<file path="src/sv/ber_snmp_value_decoder_defines.svh">
// Assertion macros for the BER value decoder.
`ifndef BER_SNMP_VALUE_DECODER_DEFINES_SVH
`define BER_SNMP_VALUE_DECODER_DEFINES_SVH

`ifndef SYNTHESIS

`define BSVD_ASSERT(lbl, clk, rstn, prop) \
  lbl: assert property (@(posedge clk) disable iff (!rstn) (prop)) \
    else $error("bsvd: assertion failed");

`define BSVD_NEVER(lbl, clk, rstn, cond) \
  lbl: assert property (@(posedge clk) disable iff (!rstn) !(cond)) \
    else $error("bsvd: forbidden condition seen");

`else

`define BSVD_ASSERT(lbl, clk, rstn, prop)

`define BSVD_NEVER(lbl, clk, rstn, cond)

`endif

`endif

</file>
<file path="src/sv/bsvd_pkg.sv">
// Types, codes and constants shared by the BER value decoder.
package bsvd_pkg;

  localparam int unsigned MAX_LEN_OCTETS = 4;
  localparam int unsigned LEN_CNT_W      = $clog2(MAX_LEN_OCTETS + 1);

  localparam int unsigned MAX_RES   = 3;
  localparam int unsigned PUSH_W    = $clog2(MAX_RES + 1);
  localparam int unsigned RES_DEPTH = 4;
  localparam int unsigned PTR_W     = $clog2(RES_DEPTH);
  localparam int unsigned CNT_W     = $clog2(RES_DEPTH + 1);

  localparam logic [7:0] TAG_INTEGER   = 8'h02;
  localparam logic [7:0] TAG_OCTETS    = 8'h04;
  localparam logic [7:0] TAG_OID       = 8'h06;
  localparam logic [7:0] TAG_IPADDR    = 8'h40;
  localparam logic [7:0] TAG_COUNTER32 = 8'h41;
  localparam logic [7:0] TAG_GAUGE32   = 8'h42;
  localparam logic [7:0] TAG_TIMETICKS = 8'h43;
  localparam logic [7:0] TAG_OPAQUE    = 8'h44;
  localparam logic [7:0] TAG_COUNTER64 = 8'h46;
  localparam logic [7:0] TAG_UINT32    = 8'h47;

  localparam logic [63:0] INT_MAX_LEN = 64'd4;
  localparam logic [63:0] U32_MAX_LEN = 64'd5;
  localparam logic [63:0] C64_MAX_LEN = 64'd9;

  // floor(x / 5) equals (x * DIV5_MAGIC) >> 34 for every 32-bit x.
  localparam logic [31:0] DIV5_MAGIC = 32'hCCCC_CCCD;

  typedef enum logic [2:0] {
    MODE_INT   = 3'd0,
    MODE_U32   = 3'd1,
    MODE_C64   = 3'd2,
    MODE_OCTET = 3'd3,
    MODE_OID   = 3'd4
  } mode_e;

  typedef enum logic [1:0] {
    KIND_SCALAR = 2'd0,
    KIND_OCTET  = 2'd1,
    KIND_OID    = 2'd2,
    KIND_STATUS = 2'd3
  } kind_e;

  typedef enum logic [2:0] {
    ST_OK        = 3'd0,
    ST_EMPTY     = 3'd1,
    ST_BAD_TAG   = 3'd2,
    ST_INDEF     = 3'd3,
    ST_TOO_LARGE = 3'd4,
    ST_BAD_LEN   = 3'd5,
    ST_TRUNC     = 3'd6,
    ST_INC_OID   = 3'd7
  } status_e;

  typedef struct packed {
    logic [7:0] in_byte;
    logic       sof;
    logic       eod;
    logic [2:0] mode;
  } item_t;

  typedef struct packed {
    logic [63:0] value;
    logic [1:0]  kind;
    logic [2:0]  status;
    logic        last;
  } res_t;

  typedef struct packed {
    logic [PUSH_W-1:0]         n;
    res_t [MAX_RES-1:0]        res;
  } push_t;

  function automatic res_t status_res(input logic [2:0] st);
    res_t r;
    r.value  = '0;
    r.kind   = KIND_STATUS;
    r.status = st;
    r.last   = 1'b1;
    return r;
  endfunction

  function automatic res_t data_res(input logic [63:0] v, input logic [1:0] k,
                                    input logic lst);
    res_t r;
    r.value  = v;
    r.kind   = k;
    r.status = ST_OK;
    r.last   = lst;
    return r;
  endfunction

endpackage

</file>
<file path="src/sv/bsvd_in_if.sv">
// Input channel carrying one encoded byte per beat.
interface bsvd_in_if;
  logic       valid;
  logic       ready;
  logic [7:0] in_byte;
  logic       start_of_element;
  logic       end_of_data;
  logic [2:0] mode;

  modport source (output valid, output in_byte, output start_of_element,
                  output end_of_data, output mode, input ready);
  modport sink (input valid, input in_byte, input start_of_element,
                input end_of_data, input mode, output ready);
endinterface

</file>
<file path="src/sv/bsvd_in_stage.sv">
// Input register that holds one accepted byte until the decode step takes it.
module bsvd_in_stage import bsvd_pkg::*; (
  input  logic       clk_i,
  input  logic       rst_ni,
  bsvd_in_if.sink    in_i,
  input  logic       fire_i,
  output logic       valid_o,
  output item_t      item_o
);

  logic  valid_q;
  logic  valid_d;
  item_t item_q;
  logic  load;

  assign in_i.ready = !valid_q || fire_i;
  assign load       = in_i.valid && in_i.ready;

  always_comb begin
    valid_d = valid_q;
    if (load) begin
      valid_d = 1'b1;
    end else if (fire_i) begin
      valid_d = 1'b0;
    end
  end

  always_ff @(posedge clk_i or negedge rst_ni) begin
    if (!rst_ni) begin
      valid_q <= 1'b0;
    end else begin
      valid_q <= valid_d;
    end
  end

  always_ff @(posedge clk_i) begin
    if (load) begin
      item_q.in_byte <= in_i.in_byte;
      item_q.sof     <= in_i.start_of_element;
      item_q.eod     <= in_i.end_of_data;
      item_q.mode    <= in_i.mode;
    end
  end

  assign valid_o = valid_q;
  assign item_o  = item_q;

endmodule

</file>
<file path="src/flat_wrapper.sv">
// flat-port wrapper written by rule: the top's interface ports become plain ports
module bsvd_in_stage_flat import bsvd_pkg::*;
  (clk_i, rst_ni, fire_i, valid_o, item_o, in_i_valid, in_i_in_byte, in_i_start_of_element, in_i_end_of_data, in_i_mode, in_i_ready);
  bsvd_in_if in_i_i ();
  input  logic clk_i;
  input  logic rst_ni;
  input  logic fire_i;
  output logic valid_o;
  output item_t item_o;
  input wire logic [$bits(in_i_i.valid)-1:0] in_i_valid;
  input wire logic [$bits(in_i_i.in_byte)-1:0] in_i_in_byte;
  input wire logic [$bits(in_i_i.start_of_element)-1:0] in_i_start_of_element;
  input wire logic [$bits(in_i_i.end_of_data)-1:0] in_i_end_of_data;
  input wire logic [$bits(in_i_i.mode)-1:0] in_i_mode;
  output wire logic [$bits(in_i_i.ready)-1:0] in_i_ready;
  assign in_i_i.valid = in_i_valid;
  assign in_i_i.in_byte = in_i_in_byte;
  assign in_i_i.start_of_element = in_i_start_of_element;
  assign in_i_i.end_of_data = in_i_end_of_data;
  assign in_i_i.mode = in_i_mode;
  assign in_i_ready = in_i_i.ready;
  bsvd_in_stage u_core (.clk_i(clk_i), .rst_ni(rst_ni), .in_i(in_i_i), .fire_i(fire_i), .valid_o(valid_o), .item_o(item_o));
endmodule
</file>
<file path="config.mk">
export PLATFORM = sky130hd
export DESIGN_NAME = bsvd_in_stage_flat
export DESIGN_NICKNAME = d
export VERILOG_FILES = /design/src/sv/ber_snmp_value_decoder_defines.svh /design/src/sv/bsvd_pkg.sv /design/src/sv/bsvd_in_if.sv /design/src/sv/bsvd_in_stage.sv /design/src/flat_wrapper.sv
export SDC_FILE = /design/constraint.sdc
export NUM_CORES = 1
export LEC_CHECK = 0
export BUFFER_PORTS_ARGS = -buffer_cell sky130_fd_sc_hd__buf_2
export CAP_MARGIN = 30
export CELL_PAD_IN_SITES_DETAIL_PLACEMENT = 0
export CELL_PAD_IN_SITES_GLOBAL_PLACEMENT = 1
export CORE_AREA = 2 2 41 43
export DETAILED_ROUTE_END_ITERATION = 8
export DIE_AREA = 0 0 43 45
export PLACE_DENSITY_LB_ADDON = 0.25
export SLEW_MARGIN = 25
export SYNTH_ARGS = -nofsm -noshare
export SYNTH_HDL_FRONTEND = slang
export SYNTH_SLANG_ARGS = --single-unit
</file>
<file path="constraint.sdc">
create_clock -name clk_i -period 2.1 [get_ports clk_i]
set_input_delay 0.21 -clock clk_i [delete_from_list [all_inputs] [get_ports clk_i]]
set_output_delay 0.21 -clock clk_i [all_outputs]
set_load 0.005 [all_outputs]
</file>
==> flow_summary_export.csv <==
group,metric,value,unit
cts,insertion_delay,0.26,ns
synth,synth.most_common_cell,"edfxtp_1",
synth,syn_area,444.2,um^2
cts,max-clock-path-buffers,2,
global_routing,grt_pass1_vias,290,
power_and_ir_drop,p_per_area,792.6,mW/mm^2
power_and_ir_drop,p_comb_frac,0.084,
route,topRoutingLayerUsed,"met4",
power_and_ir_drop,swShare,0.1885,
setup_path,end_kind,"output pin",
floorplanning,fp-row-count,14,
setup_path,worst-setup-path-type,"reg2out",
route,drc_errors,0,
setup_path,arrival,0.86,ns
final_layout,area_growth_syn_to_layout,47.61,%
route,wl_per_cell,10.96,um
sta,slew_headroom,0.8859,
synth,yosysTopAreaCellShare,0.8789,
sta,hold_violations,0,
global_routing,antenna_found_initial,0,
route,drt_pre_antenna_iters,2,
setup_path,required,1.89,ns
sta,setup_viol,0,
sta,setup_ws,1.033,ns
global_routing,grt_max_degree,14,
floorplanning,die-area,0.001935,mm^2
route,vias,280,
sta,rsz0062_at_grt,"no",
job,maxCapViolCount,0,
sta,max_freq,0.9368,GHz
final_layout,drive_gt1_frac,0.6792,
synth,synth_area_leaders,"edfxtp_1 (88%), dfrtp_1 (5.6%), nand2b_4 (3.1%), and2_4 (2.0%), nand2b_1 (1.4%)",
global_routing,grt_first_pass_wirelength,1152,um
cts,cts.repair.resized,0,
power_and_ir_drop,clkPwrFrac,0.287,
power_and_ir_drop,ir_drop,0.2878,mV
route,dr_wl_met2,455,um
cts,cts_tree,"yes",
synth,syn_inst,17,
cts,hold_buffers,1,
synth,yosysUniqueCellTypes,5,
synth,synth.net_count,34,
setup_path,crit_path_start_kind,"flip-flop",
floorplanning,die_y,45,um
final_layout,utilization,0.4456,
sta,skew,0.002644,ns
final_layout,n_antenna_cell,0,
placement,hpwl,608,um
synth,synth_area_leader_cell,"edfxtp_1",
placement,preCtsSetupSlack,1.061,ns
floorplanning,start_util,0.3019,
worst_hold_path,min_path_type,"in2reg",
power_and_ir_drop,power_switching,97.95,uW
synth,async_reset_ff_frac,0.07143,
sta,post-route-period-util,0.5083,
global_routing,grtUsageTotal,0.08748,
synth,ys_ff_latch,14,
synth,synth_edf_count,13,
sta,period_needed,1.067,ns
route,drtIter0Drc,6,
worst_hold_path,hp-start,"in_i_in_byte[1]",
power_and_ir_drop,leakage,0.2906,nW
cts,post_cts_buffers,0,
route,drt-total-wl,756,um
setup_path,timing.rr.start,"u_core.valid_o",
route,wl_met3,55,um
final_layout,nets,71,
cts,root_buffer,"clkbuf_4",
cts,numCtsBuffers,3,
status,status,"completed",
cts,clk_pin_slew,0.08,ns
cts,h-tree-depth,1,
synth,ys_warn_count,0,
floorplanning,ios,32,
cts,cts.sinks,14,
synth,synth_ff_type,"edfxtp_1",
placement,port_buffers,31,
power_and_ir_drop,p_int,421.7,uW
synth,yosysSeqAreaShare,0.9352,
floorplanning,core_area,0.001471,mm^2
placement,place_congestion,0.5912,
setup_path,crit_fanout,3,
global_routing,overflow,0,
power_and_ir_drop,seqPwrFrac,0.629,
route,drtAntennaViolNets,0,
synth,yosys-top-cells-count,"edfxtp_1 (13), and2_4 (1), dfrtp_1 (1), nand2b_1 (1), nand2b_4 (1)",
route,routed_via_density,4.058,
setup_path,cp-startpoint,"u_core.valid_o",
sta,fin_tns_setup,0,ns
sta,tightest_slew,0.1711,ns
synth,synth_area_per_cell,26.13,um^2
floorplanning,die_width,43,um
sta,finalMaxSlewViolations,0,
route,m1WireLength,238,um
-- critical path, stage by stage, from the launching register on --
cell and delay, ns:
dfrtp_1 0.41, nand2b_4 0.08, buf_2 0.11
-- stage by stage --
| step | cells | hold WS [ns] | power [mW] | cell area, um^2 |
|---|---|---|---|---|
| detailed placement | 64 | -0.01424 | 0.3774 | 619.3 |
| floorplan | 17 | -0.08559 | 0.3461 | 444.2 |
| global route | 69 | 0.08971 | 0.5492 | 655.6 |
| CTS | 69 | 0.09917 | 0.5335 | 655.6 |
| global placement | 64 | -0.01519 | 0.3753 | 619.3 |
| finish | 69 | 0.1128 | 0.5196 | 655.6 |
-- final cells by class --
class	instances	area, um^2
Fill cell	150	815.8
Sequential cell	14	415.4
Timing Repair Buffer	32	165.2
Multi-Input combinational cell	3	28.78
Clock buffer	4	26.28
Tap cell	16	20.02
-- path summary, 6_finish.rpt --
check | to | slack, ns | cells after the start
worst max-delay path | in_i_ready | 1.03 | 2
worst min-delay path | u_core.item_o[6] | 0.11 | 1
worst max register to register | u_core.item_o[0] | 1.07 | 2
worst min register to register | u_core.valid_o | 0.55 | 2
max in group asynchronous | u_core.valid_o | 1.77 | 2
min in group asynchronous | u_core.valid_o | 0.25 | 2
-- state kept, by name, summed over array words and instances (netlist names) --
signal / flops
u_core.item_o: 13
u_core.valid_o: 1
-- kinds of logic (layout without fill, tap and decap cells) --
group	after synthesis	after routing	synth area share
simple gates	3	3	0.06479
flops	14	14	0.9352
buf+inv	0	36	0
-- routing by layer --
metal / vias to the layer above / track usage
met2: 16 / 0.1758
met5: - / 0
met3: 2 / 0.02400
li1: 135 / -
met1: 127 / 0.07513
met4: 0 / 0.05455
-- cell usage in the layout, fill, tap and decap left out --
master and instances:
and2_4 1, dfrtp_1 1, edfxtp_1 13, nand2b_4 1
clkbuf_1 1, buf_2 31, dlygate4sd3_1 1, nand2b_1 1
clkbuf_4 3
-- power groups by stage --
stage	Combinational (mW)	Sequential, mW	Clock (mW)
after CTS	0.0450	0.327	0.161
after detailed placement	0.0436	0.334	0
after global placement	0.0424	0.333	0
after global routing	0.0490	0.329	0.172
final	0.0436	0.327	0.149
after floorplan	0.00996	0.336	0
Note: power is estimated with default switching activity, not from simulation.
