## config.mk

```make
export PLATFORM = sky130hd
export DESIGN_NAME = bsvd_res_fifo_flat
export DESIGN_NICKNAME = d
export VERILOG_FILES = /design/src/sv/ber_snmp_value_decoder_defines.svh /design/src/sv/bsvd_pkg.sv /design/src/sv/bsvd_out_if.sv /design/src/sv/bsvd_res_fifo.sv /design/src/flat_wrapper.sv
export SDC_FILE = /design/constraint.sdc
export NUM_CORES = 1
export LEC_CHECK = 0
export BUFFER_PORTS_ARGS = -buffer_cell sky130_fd_sc_hd__buf_2
export CAP_MARGIN = 0
export CORE_ASPECT_RATIO = 0.8
export CORE_UTILIZATION = 40
export CTS_CLUSTER_SIZE = 20
export DETAILED_ROUTE_END_ITERATION = 16
export GPL_TIMING_DRIVEN = 0
export SLEW_MARGIN = 30
export SYNTH_ARGS = -nofsm -noshare
export SYNTH_HDL_FRONTEND = slang
export SYNTH_SLANG_ARGS = --single-unit
```

## constraint.sdc

```tcl
create_clock -name clk_i -period 11.99 [get_ports clk_i]
set_clock_uncertainty 0.2 [all_clocks]
set_input_delay 0.5995 -clock clk_i [delete_from_list [all_inputs] [get_ports clk_i]]
set_output_delay 0.5995 -clock clk_i [all_outputs]
set_load 0.05 [all_outputs]
```

## src/sv/ber_snmp_value_decoder_defines.svh

```systemverilog
// Assertion macros for the BER value decoder.
`ifndef BER_SNMP_VALUE_DECODER_DEFINES_SVH
`define BER_SNMP_VALUE_DECODER_DEFINES_SVH

`ifndef SYNTHESIS

`define BSVD_ASSERT(lbl, clk, rstn, prop) \
  lbl: assert property (@(posedge clk) disable iff (!rstn) (prop)) \
    else $error("bsvd: assertion failed");

`define BSVD_NEVER(lbl, clk, rstn, cond) \
  lbl: assert property (@(posedge clk) disable iff (!rstn) !(cond)) \
    else $error("bsvd: forbidden condition seen");

`else

`define BSVD_ASSERT(lbl, clk, rstn, prop)

`define BSVD_NEVER(lbl, clk, rstn, cond)

`endif

`endif

```

## src/sv/bsvd_pkg.sv

```systemverilog
// Types, codes and constants shared by the BER value decoder.
package bsvd_pkg;

  localparam int unsigned MAX_LEN_OCTETS = 4;
  localparam int unsigned LEN_CNT_W      = $clog2(MAX_LEN_OCTETS + 1);

  localparam int unsigned MAX_RES   = 3;
  localparam int unsigned PUSH_W    = $clog2(MAX_RES + 1);
  localparam int unsigned RES_DEPTH = 4;
  localparam int unsigned PTR_W     = $clog2(RES_DEPTH);
  localparam int unsigned CNT_W     = $clog2(RES_DEPTH + 1);

  localparam logic [7:0] TAG_INTEGER   = 8'h02;
  localparam logic [7:0] TAG_OCTETS    = 8'h04;
  localparam logic [7:0] TAG_OID       = 8'h06;
  localparam logic [7:0] TAG_IPADDR    = 8'h40;
  localparam logic [7:0] TAG_COUNTER32 = 8'h41;
  localparam logic [7:0] TAG_GAUGE32   = 8'h42;
  localparam logic [7:0] TAG_TIMETICKS = 8'h43;
  localparam logic [7:0] TAG_OPAQUE    = 8'h44;
  localparam logic [7:0] TAG_COUNTER64 = 8'h46;
  localparam logic [7:0] TAG_UINT32    = 8'h47;

  localparam logic [63:0] INT_MAX_LEN = 64'd4;
  localparam logic [63:0] U32_MAX_LEN = 64'd5;
  localparam logic [63:0] C64_MAX_LEN = 64'd9;

  // floor(x / 5) equals (x * DIV5_MAGIC) >> 34 for every 32-bit x.
  localparam logic [31:0] DIV5_MAGIC = 32'hCCCC_CCCD;

  typedef enum logic [2:0] {
    MODE_INT   = 3'd0,
    MODE_U32   = 3'd1,
    MODE_C64   = 3'd2,
    MODE_OCTET = 3'd3,
    MODE_OID   = 3'd4
  } mode_e;

  typedef enum logic [1:0] {
    KIND_SCALAR = 2'd0,
    KIND_OCTET  = 2'd1,
    KIND_OID    = 2'd2,
    KIND_STATUS = 2'd3
  } kind_e;

  typedef enum logic [2:0] {
    ST_OK        = 3'd0,
    ST_EMPTY     = 3'd1,
    ST_BAD_TAG   = 3'd2,
    ST_INDEF     = 3'd3,
    ST_TOO_LARGE = 3'd4,
    ST_BAD_LEN   = 3'd5,
    ST_TRUNC     = 3'd6,
    ST_INC_OID   = 3'd7
  } status_e;

  typedef struct packed {
    logic [7:0] in_byte;
    logic       sof;
    logic       eod;
    logic [2:0] mode;
  } item_t;

  typedef struct packed {
    logic [63:0] value;
    logic [1:0]  kind;
    logic [2:0]  status;
    logic        last;
  } res_t;

  typedef struct packed {
    logic [PUSH_W-1:0]         n;
    res_t [MAX_RES-1:0]        res;
  } push_t;

  function automatic res_t status_res(input logic [2:0] st);
    res_t r;
    r.value  = '0;
    r.kind   = KIND_STATUS;
    r.status = st;
    r.last   = 1'b1;
    return r;
  endfunction

  function automatic res_t data_res(input logic [63:0] v, input logic [1:0] k,
                                    input logic lst);
    res_t r;
    r.value  = v;
    r.kind   = k;
    r.status = ST_OK;
    r.last   = lst;
    return r;
  endfunction

endpackage

```

## src/sv/bsvd_out_if.sv

```systemverilog
// Result channel carrying one decoded result per beat.
interface bsvd_out_if;
  logic        valid;
  logic        ready;
  logic [63:0] value;
  logic [1:0]  kind;
  logic [2:0]  status;
  logic        last;

  modport source (output valid, output value, output kind, output status,
                  output last, input ready);
  modport sink (input valid, input value, input kind, input status,
                input last, output ready);
endinterface

```

## src/sv/bsvd_res_fifo.sv

```systemverilog
// Result queue that takes up to three results at once and hands out one per beat.
module bsvd_res_fifo import bsvd_pkg::*; (
  input  logic             clk_i,
  input  logic             rst_ni,
  input  push_t            push_i,
  output logic             room_o,
  output logic [CNT_W-1:0] level_o,
  bsvd_out_if.source       out_o
);

  res_t             mem_q [RES_DEPTH];
  logic [PTR_W-1:0] wr_ptr_q, wr_ptr_d;
  logic [PTR_W-1:0] rd_ptr_q, rd_ptr_d;
  logic [CNT_W-1:0] cnt_q, cnt_d;
  logic             pop;
  res_t             head;

  assign pop      = out_o.valid && out_o.ready;
  assign wr_ptr_d = wr_ptr_q + PTR_W'(push_i.n);
  assign rd_ptr_d = rd_ptr_q + PTR_W'(pop);
  assign cnt_d    = CNT_W'(cnt_q + CNT_W'(push_i.n) - CNT_W'(pop));

  always_ff @(posedge clk_i or negedge rst_ni) begin
    if (!rst_ni) begin
      wr_ptr_q <= '0;
      rd_ptr_q <= '0;
      cnt_q    <= '0;
    end else begin
      wr_ptr_q <= wr_ptr_d;
      rd_ptr_q <= rd_ptr_d;
      cnt_q    <= cnt_d;
    end
  end

  always_ff @(posedge clk_i) begin
    for (int i = 0; i < MAX_RES; i++) begin
      if (PUSH_W'(i) < push_i.n) begin
        mem_q[wr_ptr_q + PTR_W'(i)] <= push_i.res[i];
      end
    end
  end

  assign head         = mem_q[rd_ptr_q];
  assign out_o.valid  = (cnt_q != '0);
  assign out_o.value  = head.value;
  assign out_o.kind   = head.kind;
  assign out_o.status = head.status;
  assign out_o.last   = head.last;

  assign room_o  = (cnt_q <= CNT_W'(RES_DEPTH - MAX_RES));
  assign level_o = cnt_q;

endmodule

```

## src/flat_wrapper.sv

```systemverilog
// flat-port wrapper written by rule: the top's interface ports become plain ports
module bsvd_res_fifo_flat import bsvd_pkg::*;
  (clk_i, rst_ni, push_i, room_o, level_o, out_o_valid, out_o_value, out_o_kind, out_o_status, out_o_last, out_o_ready);
  bsvd_out_if out_o_i ();
  input  logic clk_i;
  input  logic rst_ni;
  input  push_t push_i;
  output logic room_o;
  output logic [CNT_W-1:0] level_o;
  output wire logic [$bits(out_o_i.valid)-1:0] out_o_valid;
  output wire logic [$bits(out_o_i.value)-1:0] out_o_value;
  output wire logic [$bits(out_o_i.kind)-1:0] out_o_kind;
  output wire logic [$bits(out_o_i.status)-1:0] out_o_status;
  output wire logic [$bits(out_o_i.last)-1:0] out_o_last;
  input wire logic [$bits(out_o_i.ready)-1:0] out_o_ready;
  assign out_o_valid = out_o_i.valid;
  assign out_o_value = out_o_i.value;
  assign out_o_kind = out_o_i.kind;
  assign out_o_status = out_o_i.status;
  assign out_o_last = out_o_i.last;
  assign out_o_i.ready = out_o_ready;
  bsvd_res_fifo u_core (.clk_i(clk_i), .rst_ni(rst_ni), .push_i(push_i), .room_o(room_o), .level_o(level_o), .out_o(out_o_i));
endmodule
```

==> flow_summary.toml, run 1 <==
[status]
status = "finished clean"

[clock_network]
clk_path_buf_depth = 3
clk_latency_ns = 0.53
clockRootBuffer = "clkbuf_16"
cts_buffers = 35
cts.repair.resized = 0
cts_tree = "built"
clock_sinks = 287
cts.htree.levels = 2
clk_pin_slew_ns = 0.06

[floorplanning]
die_x_um = 226
core_area_um2 = 39500
rows = 65
ios = 290
start_util_pct = 40.7
dieArea_um2 = 41000
die_h_um = 181

[sta]
period_share_pct = 29.2
relSlewSlack_pct = 36.6
period_needed_ns = 3.50
clock.fmax_mhz = 286
maxSlewViolCount = 0
rsz0062_at_grt = "false"
setup_viol = 0
final-hold-violation-count = 0
worstMarginPinSlew_ns = 0.950
fin_setup_tns_ns = 0

[yosys]
synth_area_um2 = 16100
syn-num-nets = 1881
syn-mean-instance-area_um2 = 9.67
yosysWarningCount = 0
synth.distinct_cells = 30
netlist_instances = 1662
synth_area_leader_cell = "edfxtp_1"
ys_seq_area_share_pct = 53.4
netlist.area_leader.share_pct = 52.3
yosys-top-cells-area = "edfxtp_1 52%, nand2_1 13%, a31oi_1 11%, mux4_2 9.8%, nor2_1 6.6%"
synth-seq-cells = 287

[global_route]
grt_pass1_wl_um = 91400
grt_antenna_before_repair = 12
grt_pass1_vias = 14600
grt_max_degree = 16
grt_overflow = 0
grt.total_usage_pct = 30.3

[pwr]
power.density_nw_per_um2 = 297
leakage_uw = 0.00794
ir_worst_vdd_mv = 0.202

[placed_design]
place_inst = 2512
routabilityCongestion = 0.875
placed_area_um2 = 18700
port_buffers = 288
hpwl_um = 42800

[flow_run]
maxCapViolations = 0

[critical_path]
critPathLaunchType = "flop"
path_class = "reg2out"
crit_fanout = 10
end_kind = "output port"
cp.arrival_ns = 2.70
crit_required_ns = 11.19

[routing]
drt_iter0_drc = 1940
vias = 15400
vias_per_cell = 5.95
drc = 0
drt-wirelength-per-cell_um = 24.2
routed_wl_um = 62400
drt-pass1-iter-count = 8
antenna_left = 0

[final_layout]
drive_above_1_share_pct = 25.5
fin_cells = 2584
final_nets = 2233
final_cell_area_um2 = 19900
area_growth_pct = 23.6
final_util_pct = 50.2

[min_path]
worstHoldPathType = "in2reg"
## worst max-delay path, stage by stage, from the launching register on
cell	delay, ns
dfrtp_1	0.32
clkbuf_1	0.44
clkbuf_1	0.68
mux4_2	0.48
buf_2	0.24
## sequential cells by signal, indices dropped and copies added, names as in the netlist
signal,count
u_core.mem_q,280
u_core.level_o,3
u_core.wr_ptr_q,2
u_core.rd_ptr_q,2
## Yosys cell counts
library cell,n
a211oi_1,2
a21oi_1,1
a31oi_1,280
and3_1,1
and3b_1,2
buf_1,2
buf_2,66
buf_4,2
buf_6,8
clkbuf_1,64
dfrtp_1,7
edfxtp_1,280
fa_1,1
ha_1,3
inv_1,5
mux4_2,70
nand2_1,561
nand3_1,3
nand3b_1,2
nand4_1,1
nand4b_1,2
nand4bb_1,1
nor2_1,284
nor3b_4,1
o211ai_1,1
o21a_1,1
o21ai_0,3
or3_1,1
or3b_1,1
xnor2_1,6
## worst paths after layout
kind / start / end / slack (ns) / depth (start not counted)
max: u_core.rd_ptr_q[1] / out_o_value[16] / 8.49 / 4
min: push_i[210] / u_core.level_o[0] / 0.15 / 2
max reg2reg: u_core.wr_ptr_q[0] / u_core.mem_q[0][23] / 9.35 / 4
min reg2reg: u_core.level_o[2] / u_core.level_o[2] / 0.35 / 1
max in group asynchronous: rst_ni / u_core.level_o[0] / 11.21 / 2
min in group asynchronous: rst_ni / u_core.level_o[2] / 0.22 / 2
## power by group
part / switching [uW] / internal [uW] / leakage, uW
Sequential: 104 / 1690 / 0.00278
Clock: 429 / 633 / 0.000563
Combinational: 2110 / 939 / 0.00460
Total: 2640 / 3260 / 0.00794
## stage by stage
step	hold slack (ns)	power (uW)	worst slack, ns
final	0.146	5900	8.49
after global routing	0.155	6140	8.40
after CTS	0.133	5910	8.35
after detailed placement	0.238	4860	8.92
after global placement	0.241	4800	-0.835
after floorplan	0.104	3860	4.96
## cells by family (layout without fill, tap and decap cells)
family                     after synthesis  count (layout)  share of synthesized area (%)
buffers and inverters                  147             523                           4.37
xor gates and xnor gates                 6               6                          0.327
DFF                                    287             287                           53.4
adders and majority gates                4               4                          0.358
AOI/OAI and AO/OA                      288             288                           11.2
muxes                                   70              70                           9.81
other                                    0              10                              0
and+or+nand+nor                        860             860                           20.5
## layer usage
metal / vias to the layer above / wire [um] / track usage (%)
met3: 143 / 7150 / 7.24
met4: 6 / 1730 / 11.1
met2: 1080 / 28800 / 47.4
met5: - / 44 / 0
met1: 7456 / 24700 / 41.1
li1: 6693 / - / -
## area by class of cell
class | count | area (um2)
Fill cell | 3681 | 19700
Sequential cell | 287 | 8580
Multi-Input combinational cell | 1228 | 6830
Timing Repair Buffer | 315 | 1910
Clock buffer | 46 | 1010
Buffer | 142 | 684
Tap cell | 536 | 671
Clock inverter | 15 | 123
Antenna cell | 10 | 25.0
Inverter | 5 | 18.8
## layout by cell type (no fill, tap or decap), types with 6 or more instances in the layout
| master | synthesis | layout |
|---|---|---|
| a31oi_1 | 280 | 280 |
| buf_16 | 0 | 9 |
| buf_2 | 66 | 354 |
| buf_6 | 8 | 19 |
| buf_8 | 0 | 6 |
| clkbuf_1 | 64 | 67 |
| clkbuf_16 | 0 | 37 |
| clkinv_2 | 0 | 8 |
| dfrtp_1 | 7 | 7 |
| diode_2 | 0 | 10 |
| edfxtp_1 | 280 | 280 |
| mux4_2 | 70 | 70 |
| nand2_1 | 561 | 561 |
| nor2_1 | 284 | 284 |
| xnor2_1 | 6 | 6 |
## timing repair
action,4_1_cts,5_1_grt
hold endpoints to repair,7,0
setup buffers,0,0
hold buffers,1,0
Power figures use the tool's default switching activity.
==> run 2, diff against run 1 <==
--- a/config.mk
+++ b/config.mk
@@ -5,6 +5,7 @@
 export SDC_FILE = /design/constraint.sdc
 export NUM_CORES = 1
 export LEC_CHECK = 0
+export ABC_AREA = 1
 export BUFFER_PORTS_ARGS = -buffer_cell sky130_fd_sc_hd__buf_2
 export CAP_MARGIN = 0
 export CORE_ASPECT_RATIO = 0.8
==> constraint.sdc (replaced) <==
create_clock -name clk_i -period 3.36 [get_ports clk_i]
set_clock_uncertainty 0.2 [all_clocks]
set_input_delay 0.168 -clock clk_i [delete_from_list [all_inputs] [get_ports clk_i]]
set_output_delay 0.168 -clock clk_i [all_outputs]
set_load 0.05 [all_outputs]
==> run 2 against run 1 <==
  * The flow now finishes with violations (setup timing)
  * Register-to-register slack worse by 9.0 ns
  * Core utilization is 6.8 points higher
  * Combinational power grew to 4.4 times the previous value
  * Sequential power grew to 3.6 times the previous value
  * Total power grew to 4.0 times the previous value
  * Non-clock buffer count is 385 higher
  * Hold slack better by 0.030 ns
  * Die area is 12% higher
==> flow_summary.toml, run 2 <==
[clock_network]
clockRootBuffer = "clkbuf_16"
cts_tree = "built"
cts.htree.levels = 2
clk_path_buf_depth = 3
cts_buffers = 35
clock_sinks = 287
clk_latency_ns = 0.53
clk_pin_slew_ns = 0.06

[placed_design]
routabilityCongestion = 0.943
port_buffers = 288
hpwl_um = 51200
dp_slack_ns = 0.419
place_inst = 3402

[routing]
drc = 0
routed_wl_um = 78700
vias_per_cell = 5.51
vias = 21100
antenna_left = 0
drt_iter0_drc = 2611
drt-wirelength-per-cell_um = 20.6
drt-pass1-iter-count = 8

[sta]
rsz0062_at_grt = "false"
maxSlewViolCount = 0
hold-worst-slack_ns = 0.176
setup_viol = 1
worstMarginPinSlew_ns = 0.806
relSlewSlack_pct = 46.3
fin_ws_ns = -0.0336
final-hold-violation-count = 0
clock.fmax_mhz = 295
period_needed_ns = 3.39
period_share_pct = 101

[critical_path]
r2r-end = "u_core.mem_q[2][13]"
crit_required_ns = 2.99
cp.arrival_ns = 3.03
crit_fanout = 10
r2r_slack_ns = 0.32
critPathLaunchType = "flop"
end_kind = "output port"
r2r.worst_path.cells = 6
path_class = "reg2out"
r2r-start = "u_core.wr_ptr_q[0]"

[min_path]
worstHoldPathType = "in2reg"
min-delay-start = "push_i[211]"
hold_path_depth = 3
worstHoldEndpoint = "u_core.mem_q[3][21]"

[yosys]
synth_most_common_cell = "nand2_1"
syn-num-nets = 2716
synth_area_um2 = 18100
synth.distinct_cells = 25
yosys-top-cells-area = "edfxtp_1 47%, nand2_1 21%, nand3_1 9.8%, o21ai_0 5.1%, nor2_1 4.4%"
synth-seq-cells = 287
syn-mean-instance-area_um2 = 7.24
netlist.area_leader.share_pct = 46.5
synth_edf_count = 280
synth_area_leader_cell = "edfxtp_1"
netlist_instances = 2497
ys_seq_area_share_pct = 47.5
synthArstFlopShare_pct = 2.44
synth_top_flop_cell = "edfxtp_1"
yosysWarningCount = 0
synth_common_cells = "1,000 x nand2_1, 353 x nand3_1, 280 x edfxtp_1"

[final_layout]
area_growth_pct = 40.3
fin_cells = 3818
seq_area_um2 = 8580
final_common_cell = "nand2_1"
diodes = 0
drive_above_1_share_pct = 15.3
fill_cells = 4009
layout_common_cells = "1,000 x nand2_1, 379 x buf_2, 354 x dlygate4sd3_1"
multi_input_area_um2 = 8080
final_nets = 3409
largest_reg_flops = 280
top_register = "u_core.mem_q"

[pwr]
power.density_nw_per_um2 = 932
total_power_uw = 23600
ir_worst_vdd_mv = 1.03
leakage_uw = 0.0117

[global_route]
grt_overflow = 0
grt_pass1_vias = 20100
grt_max_degree = 33
grt_pass1_wl_um = 116000
grt_antenna_before_repair = 1
grt.total_usage_pct = 33.5

[floorplanning]
die_x_um = 240
ios = 290
start_util_pct = 40.6
rows = 69
core_area_um2 = 44500
dieArea_um2 = 46000
die_h_um = 192

[flow_run]
maxCapViolations = 0

[status]
violations = "setup timing"
status = "finished, violations left"
run 2: changes by cell type in the layout (fill, tap and decap cells not counted), moves of 144 or more:
cell,previous run,this run
o21ai_0,1,184
dlygate4sd3_1,1,354
nand3_1,3,351
inv_1,5,149
a31oi_1,280,0
nand2_1,561,1000
run 2: worst max-delay path by stage:
| stage | start | end | slack (ns) |
|---|---|---|---|
| after global routing | u_core.rd_ptr_q[1] | out_o_value[36] | 0.02 |
| after floorplan | u_core.wr_ptr_q[0] | u_core.mem_q[1][0] | 0.03 |
| after CTS | u_core.rd_ptr_q[0] | out_o_value[41] | 0.01 |
| after global placement | push_i[211] | u_core.mem_q[3][54] | -2.06 |
| final | u_core.rd_ptr_q[1] | out_o_value[36] | -0.03 |
| after detailed placement | u_core.wr_ptr_q[0] | u_core.mem_q[0][6] | 0.42 |
run 2: what timing repair did:
item                                   in CTS  in global routing
setup endpoints to repair                   2                  7
resized for setup                           2                  6
endpoints found under the hold margin     292                  0
hold buffers                              354                  0
setup buffers                               0                  0
cloned                                      0                  0
run 2: power breakdown:
group	switching, uW	internal (uW)	total (uW)
Clock	1550	2420	3970
Combinational	9580	3680	13300
Sequential	359	6060	6420
Total	11500	12200	23600
run 2: final cells by class:
cell class	instances	share of cell area, %
buffer	186	3.47
clock buffer	42	3.64
clock inverter	20	0.997
inverter	156	2.31
multi-input combinational	1868	31.8
sequential	287	33.8
tap	603	2.98
timing repair buffer	656	20.9
run 2: through the flow:
step	utilization, %	TNS [ns]	cell area [um2]
2_1_floorplan	-	0	18100
3_3_place_gp	45.6	-450.75	20300
3_5_place_dp	46.4	0	20600
4_1_cts	57.0	0	25400
5_1_grt	57.0	0	25400
6_report	57.0	-0.0336	25400
run 2: logic make-up (layout without fill, tap and decap cells):
| family | Yosys count | in the layout | synth area share [%] |
|---|---|---|---|
| and+or+nand+nor | 1650 | 1650 | 38.1 |
| buffers and inverters | 342 | 1060 | 8.09 |
| DFF | 287 | 287 | 47.5 |
| AOI/OAI and AO/OA | 212 | 212 | 5.89 |
| adders and majority gates | 4 | 4 | 0.319 |
| xor gates and xnor gates | 2 | 2 | 0.0970 |
run 2: worst max-delay path: stages (launching register included):
cell and delay [ns]:
dfrtp_1 0.38, inv_1 0.29, buf_2 0.40, buf_2 0.33, o21ai_0 0.12, o21ai_0 0.58, buf_2 0.40
run 2: routing by layer:
metal | vias up | track usage, % | routed length (um)
met3 | 277 | 6.47 | 8830
met1 | 9759 | 45.5 | 31800
met5 | - | 0 | 13
met4 | 2 | 15.0 | 3490
met2 | 1408 | 51.5 | 34600
li1 | 9605 | - | -
